File: config.mk
export PLATFORM = sky130hd
export DESIGN_NAME = awac_queue
export DESIGN_NICKNAME = d
export VERILOG_FILES = /design/src/rtl/awac_pkg.sv /design/src/rtl/awac_queue.sv
export SDC_FILE = /design/constraint.sdc
export NUM_CORES = 1
export LEC_CHECK = 0
export BUFFER_PORTS_ARGS = -buffer_cell sky130_fd_sc_hd__buf_2
export CAP_MARGIN = 0
export CORE_AREA = 2 2 114 116
export DETAILED_ROUTE_END_ITERATION = 12
export DIE_AREA = 0 0 116 118
export PLACE_DENSITY = 0.78
export SLEW_MARGIN = 20
export SYNTH_ARGS = -nofsm -noshare
export SYNTH_HDL_FRONTEND = slang
export SYNTH_SLANG_ARGS = --single-unit
File: constraint.sdc
create_clock -name clock -period 9.6 [get_ports clock]
set_input_delay 0.96 -clock clock [delete_from_list [all_inputs] [get_ports clock]]
set_output_delay 0.96 -clock clock [all_outputs]
set_load 0.02 [all_outputs]
File: src/rtl/awac_pkg.sv
`default_nettype none

package awac_pkg;

   localparam int FUNC_W      = 2;
   localparam int CHAN_W      = 5;
   localparam int SAMPLE_W    = 12;
   localparam int DATA_W      = 32;
   localparam int VOLT_W      = 16;
   localparam int FRAC_SHIFT  = 12;
   localparam int QUEUE_DEPTH = 2;
   localparam int VOLT_MAX    = 32767;
   localparam int VOLT_MIN_MAG = 32768;

   localparam logic [FUNC_W-1:0] FUNC_PUSH      = 2'd0;
   localparam logic [FUNC_W-1:0] FUNC_RESTART   = 2'd1;
   localparam logic [FUNC_W-1:0] FUNC_READ      = 2'd2;
   localparam logic [FUNC_W-1:0] FUNC_CALIBRATE = 2'd3;

   typedef enum logic [2:0] {
      OP_PUSH,
      OP_RESTART,
      OP_READ,
      OP_READ_NULL,
      OP_CALIBRATE
   } op_type;

   typedef struct packed {
      op_type              op;
      logic [CHAN_W-1:0]   channel;
      logic [SAMPLE_W-1:0] sample;
      logic [DATA_W-1:0]   gain_value;
      logic [DATA_W-1:0]   offset_value;
   } cmd_type;

endpackage

`default_nettype wire

File: src/rtl/awac_queue.sv
`default_nettype none

module awac_queue (
   input  wire logic              clock,
   input  wire logic              reset,
   input  wire logic              push_valid,
   output      logic              push_ready,
   input  wire awac_pkg::cmd_type push_cmd,
   input  wire logic              pop,
   output      logic              pop_valid,
   output awac_pkg::cmd_type      pop_cmd
);

   localparam int DEPTH = awac_pkg::QUEUE_DEPTH;
   localparam int PTR_W = (DEPTH > 1) ? $clog2(DEPTH) : 1;
   localparam int CNT_W = $clog2(DEPTH + 1);

   awac_pkg::cmd_type entry_ff [DEPTH];
   logic [PTR_W-1:0]  wr_ptr_ff;
   logic [PTR_W-1:0]  rd_ptr_ff;
   logic [CNT_W-1:0]  count_ff;
   logic              do_push;
   logic              do_pop;

   function automatic logic [PTR_W-1:0] advance(input logic [PTR_W-1:0] ptr);
      return (ptr == PTR_W'(DEPTH - 1)) ? '0 : ptr + 1'b1;
   endfunction

   assign push_ready = count_ff != CNT_W'(DEPTH);
   assign pop_valid  = count_ff != '0;
   assign pop_cmd    = entry_ff[rd_ptr_ff];
   assign do_push    = push_valid && push_ready;
   assign do_pop     = pop && pop_valid;

   always_ff @(posedge clock) begin
      if (reset) begin
         wr_ptr_ff <= '0;
         rd_ptr_ff <= '0;
         count_ff  <= '0;
      end else begin
         if (do_push) begin
            entry_ff[wr_ptr_ff] <= push_cmd;
            wr_ptr_ff           <= advance(wr_ptr_ff);
         end
         if (do_pop) begin
            rd_ptr_ff <= advance(rd_ptr_ff);
         end
         if (do_push && !do_pop) begin
            count_ff <= count_ff + 1'b1;
         end else if (do_pop && !do_push) begin
            count_ff <= count_ff - 1'b1;
         end
      end
   end

endmodule

`default_nettype wire

==> results.toml <==
[cts]
cts_buffer_depth = 2
postCtsResizedCells = 0
htreeDepth = 4
clockRootBuffer = "clkbuf_16"
cts_hold_buf = 0
clk_latency_ps = 410
cts.sinks = 173
clkTransAtPathRegs_ps = 60
post_cts_buffers = 0
cts-buffers-inserted = 17
cts_tree = "built"

[synthesis]
synth.top_cell.area_share = 0.8003
syn_avg_cell_area_um2 = 21.89
synth_common_cells = "edfxtp_1 (168), mux2_2 (84), buf_6 (6)"
syn_inst = 288
ys_top_cells_by_area = "edfxtp_1 (80%), mux2_2 (15%), dfxtp_1 (1.6%), buf_6 (1.1%), xor2_1 (0.42%)"
yosysMostFrequentCell = "edfxtp_1"
ys_seq_area_frac = 0.8162
synth_top_area_cell = "edfxtp_1"
synth_cell_types = 18
ys.flop_type = "edfxtp_1"
synth_nets = 377
yosysWarnings = 0
synthesis.area_um2 = 6304
ys_ff_latch = 173
synth_edf_count = 168
async_reset_ff_frac = 0

[power]
power.density_nw_per_um2 = 262.1
p_leak_nw = 2.967
vdd_drop_max_mv = 0.1507

[sta]
rsz0062_at_grt = "false"
finalHoldViolCount = 0
fin_crit_ps = 2906
slew_violations = 0
timing.final.crit_share = 0.3027
skew_ps = 5.854
setup_viol = 0
maxSlewHeadroom = 0.5254
tightest_slew_ps = 711.9
setup-tns-final_ps = 0
max_freq_mhz = 344.1

[place]
port_buffers = 173
place_inst = 628
gp_congestion = 0.7007
dp_hpwl_mm = 7.356

[die]
rows = 41
core_um2 = 12410
ios = 174
fp.dieH_um = 118
start_util = 0.5078
die_area_um2 = 13690
dieWidth_um = 116

[critical_path]
cp-endpoint = "pop_cmd[63]"
rr_startpoint = "count_ff[0]"
r2r-end = "entry_ff[1][15]"
crit_required_ps = 8640
path_buf_inv = 2
slowest_stage = "dfxtp_4"
crit_family = "flip-flops"
arrival_ps = 1950
rrSetupSlack_ps = 7710
crit_fanout = 58
r2r_cells = 5
max_stage_delay_ps = 600
crit_chain = "buf_16, mux2_2, buf_2"
worst_setup_path_end_kind = "primary output"
cp-start-kind = "register"
path_class = "reg -> out"
cp.depth = 3

[cells_and_area]
fin_nets = 565
area_delta_synth_final_pct = 26.50
nFillCells = 898
multi_input_area_um2 = 1072
final-seq-area_um2 = 5149
drive_gt1_frac = 0.6045
fin_cells = 661

[drt]
dr_total_vias = 3295
antenna_left = 0
wl_per_cell_um = 17.06
firstDrtPassIters = 4
vias_per_cell = 4.985
drtIter0Drc = 243
drc = 0
routed_wl_mm = 11.28

[status]
status = "finished clean"

[global_routing]
antenna_found_initial = 0
grt_start_max_net_pins = 85
grt_pass1_vias = 3404
grt_pass1_wl_mm = 16.90
track_usage = 0.1660
overflow = 0

[run]
maxCapViolations = 0

[min_path]
hold_path_class = "reg -> reg"
metrics by stage:
step           instance area (µm²)    util  hold slack (ps)  power, W  setup WS (ps)
6_report                      7974  0.6423            508.5  0.002090           6694
5_1_grt                       7971  0.6421            552.1  0.002174           6598
4_1_cts                       7944  0.6399            513.6  0.002105           6438
3_5_place_dp                  7343  0.5915            494.9  0.001413           6898
3_3_place_gp                  7343  0.5915            484.8  0.001402           6887
2_1_floorplan                 6304       -            460.9  0.001286           1803
cell type report:
| type | count | area share |
|---|---|---|
| sequential | 173 | 0.6457 |
| multi-input combinational | 103 | 0.1345 |
| timing repair buffer | 178 | 0.1158 |
| clock buffer | 17 | 0.05335 |
| tap | 172 | 0.02699 |
| clock inverter | 14 | 0.02197 |
| inverter | 3 | 0.001412 |
| antenna | 1 | 0.0003138 |
sequential cells by signal, summed over array words and instances, names as in the netlist, named ones only:
name / flops
count_ff: 2
entry_ff: 168
rd_ptr_ff: 1
wr_ptr_ff: 1
how the worst min path moves through the flow:
| stage | start | end | slack, ps | depth (start not counted) |
|---|---|---|---|---|
| global route | count_ff[1] | count_ff[1] | 550 | 2 |
| floorplan | wr_ptr_ff | wr_ptr_ff | 460 | 2 |
| global placement | rd_ptr_ff | register | 480 | 2 |
| detailed placement | rd_ptr_ff | register | 490 | 2 |
| CTS | wr_ptr_ff | wr_ptr_ff | 510 | 2 |
| finish | wr_ptr_ff | wr_ptr_ff | 510 | 2 |
placed cells by master, fill, tap and decap left out, types with 2 or more instances in the layout:
cell	synthesis	routed
nor2_1	3	3
dfxtp_1	5	4
or3_1	2	2
mux2_2	84	84
bufinv_16	0	4
edfxtp_1	168	168
xor2_1	3	3
buf_2	2	173
clkinv_1	0	2
clkbuf_16	0	17
buf_4	1	4
a21oi_1	2	2
clkinv_2	0	6
inv_1	3	3
o21ai_0	3	3
cell families (layout without fill, tap and decap cells):
logic type | Yosys count | count (layout) | share of synthesized area
flops | 173 | 173 | 0.8162
mux | 84 | 84 | 0.1501
fa+ha+maj | 1 | 1 | 0.001985
xor+xnor | 3 | 3 | 0.004169
compound gates | 5 | 5 | 0.003969
simple gates | 10 | 10 | 0.008337
buf+inv | 12 | 212 | 0.01528
other cells | 0 | 1 | 0
per-layer routing:
layer | up-vias | share of wire | track usage
met4 | 0 | 0.014 | 0.06250
met2 | 135 | 0.51 | 0.2741
met1 | 1629 | 0.40 | 0.2006
li1 | 1515 | - | -
met5 | - | 0 | 0
met3 | 16 | 0.074 | 0.05716
tightest hold or removal path: stages (launching register included):
cell     delay [ps]
dfxtp_1         330
o21ai_0          80
a21oi_1          60
power by group:
group | internal [W] | total [W] | switching [W]
Combinational | 0.000200 | 0.000471 | 0.000271
Clock | 0.000430 | 0.000690 | 0.000260
Sequential | 0.000897 | 0.000929 | 0.0000319
Total | 0.00153 | 0.00209 | 0.000563
(Power assumes the default switching activity.)
